--- src/rtl/core/teadec_pkg.sv ---
`timescale 1ns / 1ps

package teadec_pkg;

    // Key schedule step of the cipher.
    localparam logic [31:0] TEA_DELTA = 32'h9E37_79B9;

    // Shift amounts of the mixing function.
    localparam int unsigned MIX_SHL = 4;
    localparam int unsigned MIX_SHR = 5;

    // One 64-bit block as it moves down the pipeline.
    typedef struct packed {
        logic [31:0] lo;
        logic [31:0] hi;
    } teadec_block_t;

    // Round mixing term; every add wraps at 32 bits.
    function automatic logic [31:0] mix_term(
        input logic [31:0] x,
        input logic [31:0] sum,
        input logic [31:0] ka,
        input logic [31:0] kb
    );
        logic [31:0] t_shl;
        logic [31:0] t_sum;
        logic [31:0] t_shr;
        t_shl = (x << MIX_SHL) + ka;
        t_sum = x + sum;
        t_shr = (x >> MIX_SHR) + kb;
        return t_shl ^ t_sum ^ t_shr;
    endfunction

endpackage

--- src/rtl/core/teadec_stage.sv ---
`timescale 1ns / 1ps

module teadec_stage #(
    parameter logic [31:0] SUM         = 32'h0,
    parameter bit          UPDATE_HIGH = 1'b1
) (
    input  logic                      clk,
    input  logic                      rst_n,
    input  logic [31:0]               key_a,
    input  logic [31:0]               key_b,
    input  logic                      up_valid,
    output logic                      up_ready,
    input  teadec_pkg::teadec_block_t up_data,
    output logic                      dn_valid,
    input  logic                      dn_ready,
    output teadec_pkg::teadec_block_t dn_data
);
    import teadec_pkg::*;

    logic          valid_reg;
    logic          valid_next;
    teadec_block_t data_reg;
    teadec_block_t data_next;

    // The stage takes a transfer when it is empty or its content moves on.
    assign up_ready   = !valid_reg || dn_ready;
    assign valid_next = up_valid;

    // Half round: one half of the block is reduced by the mix of the other.
    always_comb
    begin
        data_next = up_data;
        if (UPDATE_HIGH)
        begin
            data_next.hi = up_data.hi - mix_term(up_data.lo, SUM, key_a, key_b);
        end
        else
        begin
            data_next.lo = up_data.lo - mix_term(up_data.hi, SUM, key_a, key_b);
        end
    end

    // Valid bit of the stage.
    always_ff @(posedge clk or negedge rst_n)
    begin
        if (!rst_n)
        begin
            valid_reg <= 1'b0;
        end
        else if (up_ready)
        begin
            valid_reg <= valid_next;
        end
    end

    // Block data of the stage.
    always_ff @(posedge clk)
    begin
        if (up_ready && up_valid)
        begin
            data_reg <= data_next;
        end
    end

    assign dn_valid = valid_reg;
    assign dn_data  = data_reg;

endmodule

--- config.mk ---
export PLATFORM = sky130hd
export DESIGN_NAME = teadec_stage
export DESIGN_NICKNAME = d
export VERILOG_FILES = /design/src/rtl/core/teadec_pkg.sv /design/src/rtl/core/teadec_stage.sv
export SDC_FILE = /design/constraint.sdc
export NUM_CORES = 1
export LEC_CHECK = 0
export ABC_AREA = 0
export BUFFER_PORTS_ARGS = -buffer_cell sky130_fd_sc_hd__buf_2
export CAP_MARGIN = 0
export CORE_ASPECT_RATIO = 2
export CORE_MARGIN = 4
export CORE_UTILIZATION = 40
export DETAILED_ROUTE_END_ITERATION = 8
export GPL_TIMING_DRIVEN = 0
export PLACE_DENSITY = 0.67
export SETUP_SLACK_MARGIN = 0.1
export SLEW_MARGIN = 15
export SYNTH_ARGS = -nofsm -noshare
export SYNTH_HDL_FRONTEND = slang
export SYNTH_SLANG_ARGS = --single-unit
--- constraint.sdc ---
create_clock -name clk -period 6.15 [get_ports clk]
set_input_delay 0.9225 -clock clk [delete_from_list [all_inputs] [get_ports clk]]
set_output_delay 0.9225 -clock clk [all_outputs]
set_load 0.02 [all_outputs]
==> results.sh, run 1 <==
export IMPL_status="complete, no violations"
export IMPL_post_route_util_pct=50.4
export IMPL_critical_path_arrival_ns=5.66
export IMPL_place_area_sq_um=8000
export IMPL_syn_inst=698
export IMPL_io_pins=198
export IMPL_max_freq_mhz=179
export IMPL_fin_cells=1118
export IMPL_ys_flop_type="edfxtp_1"
export IMPL_critical_path_max_stage_delay_ns=0.40
export IMPL_syn_num_nets=918
export IMPL_cp_max_fo=4
export IMPL_drc=0
export IMPL_grt_overflow=0
export IMPL_drtIter0Drc=198
export IMPL_grt_max_degree=34
export IMPL_rows=66
export IMPL_die_width_um=99.8
export IMPL_grt_pass1_vias=6356
export IMPL_start_util_pct=41.0
export IMPL_clock_latency_ns=0.34
export IMPL_setup_violations=0
export IMPL_synth_cell_types=71
export IMPL_postCtsSetupBuffers=0
export IMPL_h_tree_depth=3
export IMPL_fill_cells=1606
export IMPL_cts_root_buf="clkbuf_16"
export IMPL_p_leak_nw=3.73
export IMPL_tightest_slew_ns=0.531
export IMPL_cap_violations=0
export IMPL_hold_class="in -> async"
export IMPL_clockBufferDepth=2
export IMPL_timing_critical_path_from_type="primary input"
export IMPL_rsz0062_at_grt="no"
export IMPL_cts_buffers=9
export IMPL_vias=6039
export IMPL_dp_hpwl_mm=17.2
export IMPL_cp_startpoint="up_data[37]"
export IMPL_antenna_found_initial=6
export IMPL_core_area_sq_um=16400
export IMPL_detail_route_antenna_nets=0
export IMPL_peakVddDrop_uv=203
export IMPL_dp_cells=1100
export IMPL_cts_sinks=65
export IMPL_relSlewSlack_pct=64.2
export IMPL_area_delta_synth_final_pct=23.0
export IMPL_cts_tree="yes"
export IMPL_die_y_um=192
export IMPL_routabilityCongestion=0.897
export IMPL_cts_hold_buf=0
export IMPL_worstSetupEndpointType="register"
export IMPL_layout_common_cells="197 x buf_2, 114 x xnor2_1, 85 x ha_1"
export IMPL_ys_ff_latch=65
export IMPL_yosys_warnings=0
export IMPL_wl_mm=20.0
export IMPL_layout_min_cycle_time_ns=5.57
export IMPL_skew_ns=0.00875
export IMPL_grt_use_total_pct=21.6
export IMPL_synth_edff_count=64
export IMPL_final_common_cell="buf_2"
export IMPL_async_flop_share_pct=1.54
export IMPL_cp_data_required_time_ns=6.24
export IMPL_nNetsFinal=1127
export IMPL_final_area_sq_um=8290
export IMPL_synth_cell_area_sq_um=6740
export IMPL_routedWlPerCell_um=17.9
export IMPL_portBuffers=197
export IMPL_drv_slew=0
export IMPL_path_cells="buf_2, ha_1, inv_1, fa_1, nor2b_1, o2111ai_1, and3_1, o211ai_1, and4_1, nor3_1, o21ai_0, o21ai_1, a211oi_2, ha_1, a21o_1, a211oi_4, a21oi_1, o21ai_2, o21ai_2, a221oi_4, xnor3_1"
export IMPL_drive_above_1_share_pct=26.2
export IMPL_finalCritPeriodShare_pct=90.6
export IMPL_cp_num_buf_inv=2
export IMPL_drt_first_pass_iters=4
export IMPL_viasPerCell=5.40
export IMPL_p_per_area_nw_per_um2=341
export IMPL_dieArea_sq_um=19100
export IMPL_finalHoldViolations=0
export IMPL_cp_top_family="compound AO/OA/AOI/OAI gates"
export IMPL_grt_pass1_wl_mm=31.7
export IMPL_ys_seq_area_share_pct=28.9
export IMPL_critPathSlowestCell="fa_1"
export IMPL_avgSynthCellArea_sq_um=9.65
export IMPL_path_class="in -> reg"
export IMPL_clk_pin_slew_ns=0.06
export IMPL_regToRegStartpoint="dn_valid$_DFFE_PN0N_"
report_power, final:
part	leakage (nW)	total (W)	internal [W]	switching, W
combinational	2.99	0.00169	0.000713	0.000977
sequential	0.620	0.000671	0.000651	0.0000200
clock	0.128	0.000465	0.000269	0.000195
Yosys cell counts, types with 2 or more instances:
library cell,instances,area share (%)
a21o_2,3,0.39
a31o_2,2,0.26
nand3_1,13,0.97
inv_1,33,1.8
ha_1,85,16
o21bai_1,11,1.2
a2111oi_0,2,0.26
and4_1,5,0.65
clkbuf_1,3,0.17
a211oi_1,8,0.89
a31oi_1,14,1.3
nor3_1,7,0.52
a41oi_1,3,0.39
a21boi_1,3,0.33
nand4_1,5,0.46
xnor3_1,2,0.67
or3_1,3,0.28
a21oi_2,2,0.26
nor4_1,4,0.37
o21a_1,6,0.67
nor2b_1,8,0.74
o21ai_1,13,0.97
a21boi_0,2,0.22
a21oi_1,55,4.1
edfxtp_1,64,29
nand2_1,35,1.9
o21ai_2,2,0.26
or4_1,2,0.22
o21ai_0,26,1.9
xnor2_1,114,15
and3_1,8,0.74
and2_1,5,0.46
a21o_1,37,4.1
fa_1,3,0.89
o211ai_1,5,0.56
nand2b_1,11,1.0
o31ai_1,3,0.33
xor2_1,26,3.4
nor2_1,32,1.8
a221o_1,2,0.30
flip-flops by register name (all words and copies together) (netlist names):
signal,flops
dn_valid,1
dn_data,64
metrics by stage:
step | hold slack [ns] | TNS [ns] | total power [W] | setup slack, ns
finish | 0.348 | 0 | 0.00283 | 0.578
global route | 0.334 | 0 | 0.00306 | 0.158
CTS | 0.331 | 0 | 0.00286 | 0.365
floorplan | 0.627 | 0 | 0.00193 | 0.900
global placement | 0.497 | -0.202 | 0.00236 | -0.202
detailed placement | 0.529 | -0.240 | 0.00237 | -0.240
cell type report:
cell class	count	area [sq um]	share of cell area [%]
tap	204	255	3.08
antenna	2	5.00	0.0604
inverter	33	124	1.49
multi-input combinational	596	4670	56.3
timing repair buffer	198	1010	12.1
clock inverter	6	35.0	0.423
buffer	4	18.8	0.226
clock buffer	10	229	2.76
sequential	65	1950	23.5
worst register-to-register path, cell delays in order, from the launching register on:
cell and delay [ns]:
dfrtp_1 0.37, nand2b_1 0.11, and2_4 0.46, buf_12 0.28
what timing repair did:
| item | 4_1_cts | 5_1_grt |
|---|---|---|
| resized for setup | 1 | 2 |
| endpoints found under the setup margin | 1 | 2 |
| pin swaps | 0 | 0 |
final timing paths:
| kind | end | slack, ns | cells past startpoint |
|---|---|---|---|
| max in group asynchronous | dn_valid$_DFFE_PN0N_ | 5.72 | 1 |
| max reg2reg | dn_data[44]$_DFFE_PP_ | 4.60 | 3 |
| min reg2reg | dn_valid$_DFFE_PN0N_ | 0.53 | 2 |
| min in group clk | dn_valid$_DFFE_PN0N_ | 0.53 | 2 |
| min | dn_valid$_DFFE_PN0N_ | 0.35 | 1 |
| max | dn_data[31]$_DFFE_PP_ | 0.58 | 21 |
kinds of logic (layout without fill, tap and decap cells):
group           Yosys count  after routing  share of synthesized area (%)
buf+inv                  37            251                           2.12
simple gates            147            147                           11.4
fa+ha+maj                88             88                           16.7
xor+xnor                142            142                           18.9
other cells               0              2                              0
compound gates          219            219                           22.1
flops                    65             65                           28.9
per-layer routing:
layer / vias up / share of wire, % / GRT usage, %
li1: 3024 / - / -
met1: 2768 / 32 / 19.6
met2: 193 / 57 / 43.1
met3: 48 / 6.1 / 4.49
met4: 6 / 4.3 / 11.4
met5: - / 0.17 / 0
Power figures use the tool's default switching activity.
==> inputs of run 2 (changes only) <==
- PLACE_DENSITY: 0.67 -> 0.7
- clock period: 6.15 -> 4.75 ns (I/O delays scaled with it)
==> results.sh, run 2 (synthesized netlist as in run 1, its figures left out) <==
export IMPL_h_tree_depth=3
export IMPL_cts_root_buf="clkbuf_16"
export IMPL_clockBufferDepth=2
export IMPL_final_common_cell="buf_2"
export IMPL_grt_pass1_wl_mm=30.6
export IMPL_cts_buffers=9
export IMPL_grt_pass1_vias=6272
export IMPL_grt_max_degree=43
export IMPL_viasPerCell=5.50
export IMPL_layout_common_cells="194 x buf_2, 113 x xnor2_1, 76 x ha_1"
export IMPL_final_area_sq_um=8840
export IMPL_die_y_um=192
export IMPL_dp_hpwl_mm=17.0
export IMPL_die_width_um=99.8
export IMPL_rows=66
export IMPL_finalHoldViolations=0
export IMPL_detail_route_antenna_nets=0
export IMPL_grt_overflow=0
export IMPL_wl_mm=20.9
export IMPL_place_area_sq_um=8030
export IMPL_use_met1_pct=18.3
export IMPL_setup_slack_ns=0.0800
export IMPL_whs_ns=0.131
export IMPL_finalCritPeriodShare_pct=98.3
export IMPL_routabilityCongestion=0.917
export IMPL_cp_data_required_time_ns=4.84
export IMPL_cts_tree="yes"
export IMPL_grt_busiest_layer="met2"
export IMPL_status="complete, no violations"
export IMPL_setup_violations=0
export IMPL_cts_sinks=65
export IMPL_grt_use_total_pct=20.9
export IMPL_core_area_sq_um=16400
export IMPL_vias=6273
export IMPL_drt_first_pass_iters=4
export IMPL_cts_hold_buf=0
export IMPL_cp_max_fo=3
export IMPL_worstSetupEndpointType="register"
export IMPL_portBuffers=197
export IMPL_antenna_found_initial=3
export IMPL_drive_above_1_share_pct=32.6
export IMPL_timing_critical_path_from_type="primary input"
export IMPL_post_route_util_pct=53.8
export IMPL_use_met3_pct=4.46
export IMPL_path_class="in -> reg"
export IMPL_drv_slew=0
export IMPL_relSlewSlack_pct=57.9
export IMPL_critical_path_arrival_ns=4.76
export IMPL_antennaDiodeCount=0
export IMPL_routedWlPerCell_um=18.3
export IMPL_hold_class="in -> async"
export IMPL_io_pins=198
export IMPL_p_leak_nw=3.92
export IMPL_area_delta_synth_final_pct=31.3
export IMPL_layout_min_cycle_time_ns=4.67
export IMPL_largest_reg_flops=64
export IMPL_peakVddDrop_uv=182
export IMPL_start_util_pct=41.0
export IMPL_nNetsFinal=1152
export IMPL_cap_violations=0
export IMPL_grt_met2_usage_pct=42.6
export IMPL_drc=0
export IMPL_skew_ns=0.00840
export IMPL_clk_pin_slew_ns=0.06
export IMPL_clock_latency_ns=0.35
export IMPL_dp_slack_ns=-1.01
export IMPL_dieArea_sq_um=19100
export IMPL_tightest_slew_ns=0.624
export IMPL_max_freq_mhz=214
export IMPL_rsz0062_at_grt="yes"
export IMPL_drtIter0Drc=227
export IMPL_p_per_area_nw_per_um2=455
[run 2: cell types whose count changed in the layout (fill, tap and decap cells not counted), sizes merged]
cell,previous run,this run
bufinv,0,2
buf,198,223
clkinvlp,2,0
clkinv,4,2
clkbuf,14,15
diode,2,0
[run 2: stage by stage]
stage                     setup TNS, ns  std cells  total power (W)
final                                 0       1140          0.00402
after global routing            -0.0605       1140          0.00428
after CTS                      -0.00356       1129          0.00394
after detailed placement          -7.57       1100          0.00310
after global placement            -7.39       1099          0.00309
after floorplan                       0        698          0.00253
[run 2: report_power, final]
| part | switching [W] | internal, W |
|---|---|---|
| Combinational | 0.00137 | 0.00107 |
| Sequential | 0.0000273 | 0.000844 |
| Clock | 0.000260 | 0.000454 |
[run 2: area by class of cell]
type                       count  area, sq um
buffer                         4         20.0
timing repair buffer         223         1220
tap                          204          255
multi-input combinational    596         4980
clock buffer                  11          233
inverter                      33          124
sequential                    65         1950
clock inverter                 4         68.8
fill                        1529         7590
[run 2: per-layer routing]
metal,share of wire (%),vias to the layer above
met4,4.0,6
li1,-,3073
met1,32,2917
met2,58,224
met3,6.0,53
met5,0.19,-
[run 2: worst paths after layout]
path,start,to,slack (ns),cells after the start
worst max-delay path,up_data[32],dn_data[31]$_DFFE_PP_,0.08,23
worst min-delay path,rst_n,dn_valid$_DFFE_PN0N_,0.13,1
worst max register to register,dn_valid$_DFFE_PN0N_,dn_data[42]$_DFFE_PP_,3.23,3
worst min register to register,dn_valid$_DFFE_PN0N_,dn_valid$_DFFE_PN0N_,0.53,2
max in group asynchronous,rst_n,dn_valid$_DFFE_PN0N_,4.54,1
min in group clk,dn_valid$_DFFE_PN0N_,dn_valid$_DFFE_PN0N_,0.53,2
[run 2: repair_timing]
| action | in CTS | in global routing |
|---|---|---|
| setup buffers | 14 | 11 |
| resized for setup | 27 | 47 |
| setup endpoints to repair | 12 | 11 |
| pin swaps | 28 | 48 |
[run 2: worst max-delay path, cell delays in order]
cell      delay [ns]
buf_2           0.13
ha_4            0.17
inv_2           0.06
fa_2            0.21
nor2b_2         0.05
o211ai_1        0.29
a221oi_2        0.09
buf_4           0.16
o211a_1         0.23
o21ai_2         0.15
a21boi_2        0.09
o31ai_4         0.26
o21ai_1         0.11
a211oi_2        0.30
ha_1            0.32
a21o_1          0.22
a211oi_4        0.26
buf_6           0.15
nand2_8         0.04
o21ai_4         0.17
o21ai_4         0.10
a221oi_4        0.23
xnor3_1         0.24
==> inputs of run 3 (changes only) <==
- CORE_UTILIZATION: 40 -> 30
- PLACE_DENSITY: 0.7 -> 0.56
==> results.sh, run 3 (synthesized netlist as in run 1, its figures left out) <==
export IMPL_fill_cells=2267
export IMPL_grt_use_total_pct=17.5
export IMPL_p_clk_share_pct=17.5
export IMPL_die_y_um=220
export IMPL_portBuffers=197
export IMPL_peakVddDrop_uv=231
export IMPL_cts_sinks=65
export IMPL_cts_tree="yes"
export IMPL_antenna_found_initial=1
export IMPL_cts_root_buf="clkbuf_16"
export IMPL_switchingPower_w=0.00171
export IMPL_drtIter0Drc=268
export IMPL_drive_above_1_share_pct=33.3
export IMPL_largest_reg_flops=64
export IMPL_drc=0
export IMPL_start_util_pct=30.4
export IMPL_swShare_pct=41.6
export IMPL_drv_slew=0
export IMPL_viasPerCell=5.11
export IMPL_worstSetupEndpointType="register"
export IMPL_wl_mm=22.5
export IMPL_power_share_combinational_pct=61.4
export IMPL_p_leak_nw=3.97
export IMPL_finalHoldViolations=0
export IMPL_cp_max_fo=4
export IMPL_p_per_area_nw_per_um2=456
export IMPL_rows=77
export IMPL_post_route_util_pct=40.7
export IMPL_grt_pass1_vias=6299
export IMPL_detail_route_antenna_nets=0
export IMPL_cts_buffers=9
export IMPL_grt_pass1_wl_mm=33.1
export IMPL_routedWlPerCell_um=18.5
export IMPL_cap_violations=0
export IMPL_critical_path_arrival_ns=4.68
export IMPL_clockBufferDepth=2
export IMPL_dp_hpwl_mm=18.7
export IMPL_io_pins=198
export IMPL_cp_data_required_time_ns=4.84
export IMPL_grt_overflow=0
export IMPL_relSlewSlack_pct=54.5
export IMPL_grt_max_degree=43
export IMPL_cts_hold_buf=0
export IMPL_max_freq_mhz=218
export IMPL_die_width_um=114
export IMPL_tightest_slew_ns=0.675
export IMPL_setup_violations=0
export IMPL_nNetsFinal=1153
export IMPL_fin_tns_setup_ns=0
export IMPL_h_tree_depth=3
export IMPL_hold_class="in -> async"
export IMPL_status="complete, no violations"
export IMPL_vias=6210
export IMPL_final_common_cell="buf_2"
export IMPL_pwr_share_seq_pct=21.1
export IMPL_timing_critical_path_from_type="primary input"
export IMPL_rsz0062_at_grt="yes"
export IMPL_area_delta_synth_final_pct=34.0
export IMPL_routabilityCongestion=0.853
export IMPL_drt_first_pass_iters=5
export IMPL_ff2ff_path_depth=3
export IMPL_layout_min_cycle_time_ns=4.58
export IMPL_dieArea_sq_um=25100
export IMPL_clk_pin_slew_ns=0.06
export IMPL_p_int_w=0.00240
export IMPL_whs_ns=0.128
export IMPL_clock_latency_ns=0.35
export IMPL_skew_ns=0.00668
export IMPL_path_class="in -> reg"
export IMPL_layout_common_cells="192 x buf_2, 110 x xnor2_1, 78 x ha_1"
export IMPL_core_area_sq_um=22200
export IMPL_finalCritPeriodShare_pct=96.5
## run 3: cell count changes in the layout (fill, tap and decap cells not counted), sizes merged
cell	change
diode	+1
buf	+2
## run 3: worst max-delay path, stage by stage
cell      delay (ns)
buf_2           0.10
ha_4            0.14
inv_4           0.03
fa_2            0.37
nor2b_2         0.13
o211ai_1        0.14
a221oi_2        0.24
buf_4           0.17
o211a_1         0.17
o21ai_2         0.07
a21boi_2        0.25
o21ai_1         0.09
nand2b_1        0.12
xnor2_2         0.15
ha_1            0.29
buf_4           0.14
buf_4           0.14
and3_1          0.14
a221o_1         0.37
a21oi_4         0.26
nand3b_1        0.14
a311oi_2        0.24
nor3_2          0.06
## run 3: timing repair
action / 4_1_cts / 5_1_grt
resized for setup: 31 / 52
pin swaps: 25 / 44
setup buffers: 14 / 14
endpoints found under the setup margin: 12 / 11
## run 3: final cells by class
cell class              instances  area (sq um)  area share, %
clock inverters                 4          67.6          0.749
flip-flops and latches         65          1950           21.6
inverters                      33           126           1.40
plain buffers                   3          16.3          0.180
well taps                     276           345           3.83
multi-input cells             596          5020           55.7
diodes                          1          2.50         0.0277
clock buffers                  12           236           2.62
repair buffers                225          1260           14.0
## run 3: power groups by stage
stage | sequential [W] | combinational [W] | clock, W
2_1_floorplan | 0.00105 | 0.00148 | 0
3_3_place_gp | 0.000885 | 0.00226 | 0
3_5_place_dp | 0.000883 | 0.00228 | 0
4_1_cts | 0.000872 | 0.00242 | 0.000750
5_1_grt | 0.000880 | 0.00275 | 0.000770
6_report | 0.000870 | 0.00253 | 0.000719
## run 3: worst paths after layout
kind                       slack (ns)            startpoint               endpoint
min in group clk                 0.55  dn_valid$_DFFE_PN0N_   dn_valid$_DFFE_PN0N_
min                              0.13                 rst_n   dn_valid$_DFFE_PN0N_
min reg2reg                      0.55  dn_valid$_DFFE_PN0N_   dn_valid$_DFFE_PN0N_
max in group asynchronous        4.53                 rst_n   dn_valid$_DFFE_PN0N_
max                              0.17              key_a[4]  dn_data[24]$_DFFE_PP_
max reg2reg                      3.21  dn_valid$_DFFE_PN0N_  dn_data[43]$_DFFE_PP_
## run 3: through the flow
step           setup slack (ns)  cell area (sq um)  power, W  instances
4_1_cts                  0.0999               8680   0.00404       1202
3_5_place_dp              -1.02               8120   0.00316       1172
5_1_grt                 -0.0492               9030   0.00440       1215
3_3_place_gp              -1.01               8090   0.00314       1171
2_1_floorplan             0.103               6760   0.00253        698
6_report                  0.165               9030   0.00412       1215
## run 3: per-layer routing
layer	part of all wire, %	vias to the layer above	GRT usage, %
li1	-	3087	-
met1	33	2899	16.6
met2	59	187	35.2
met3	5.3	37	3.54
met4	3.1	0	7.29
met5	0	-	0
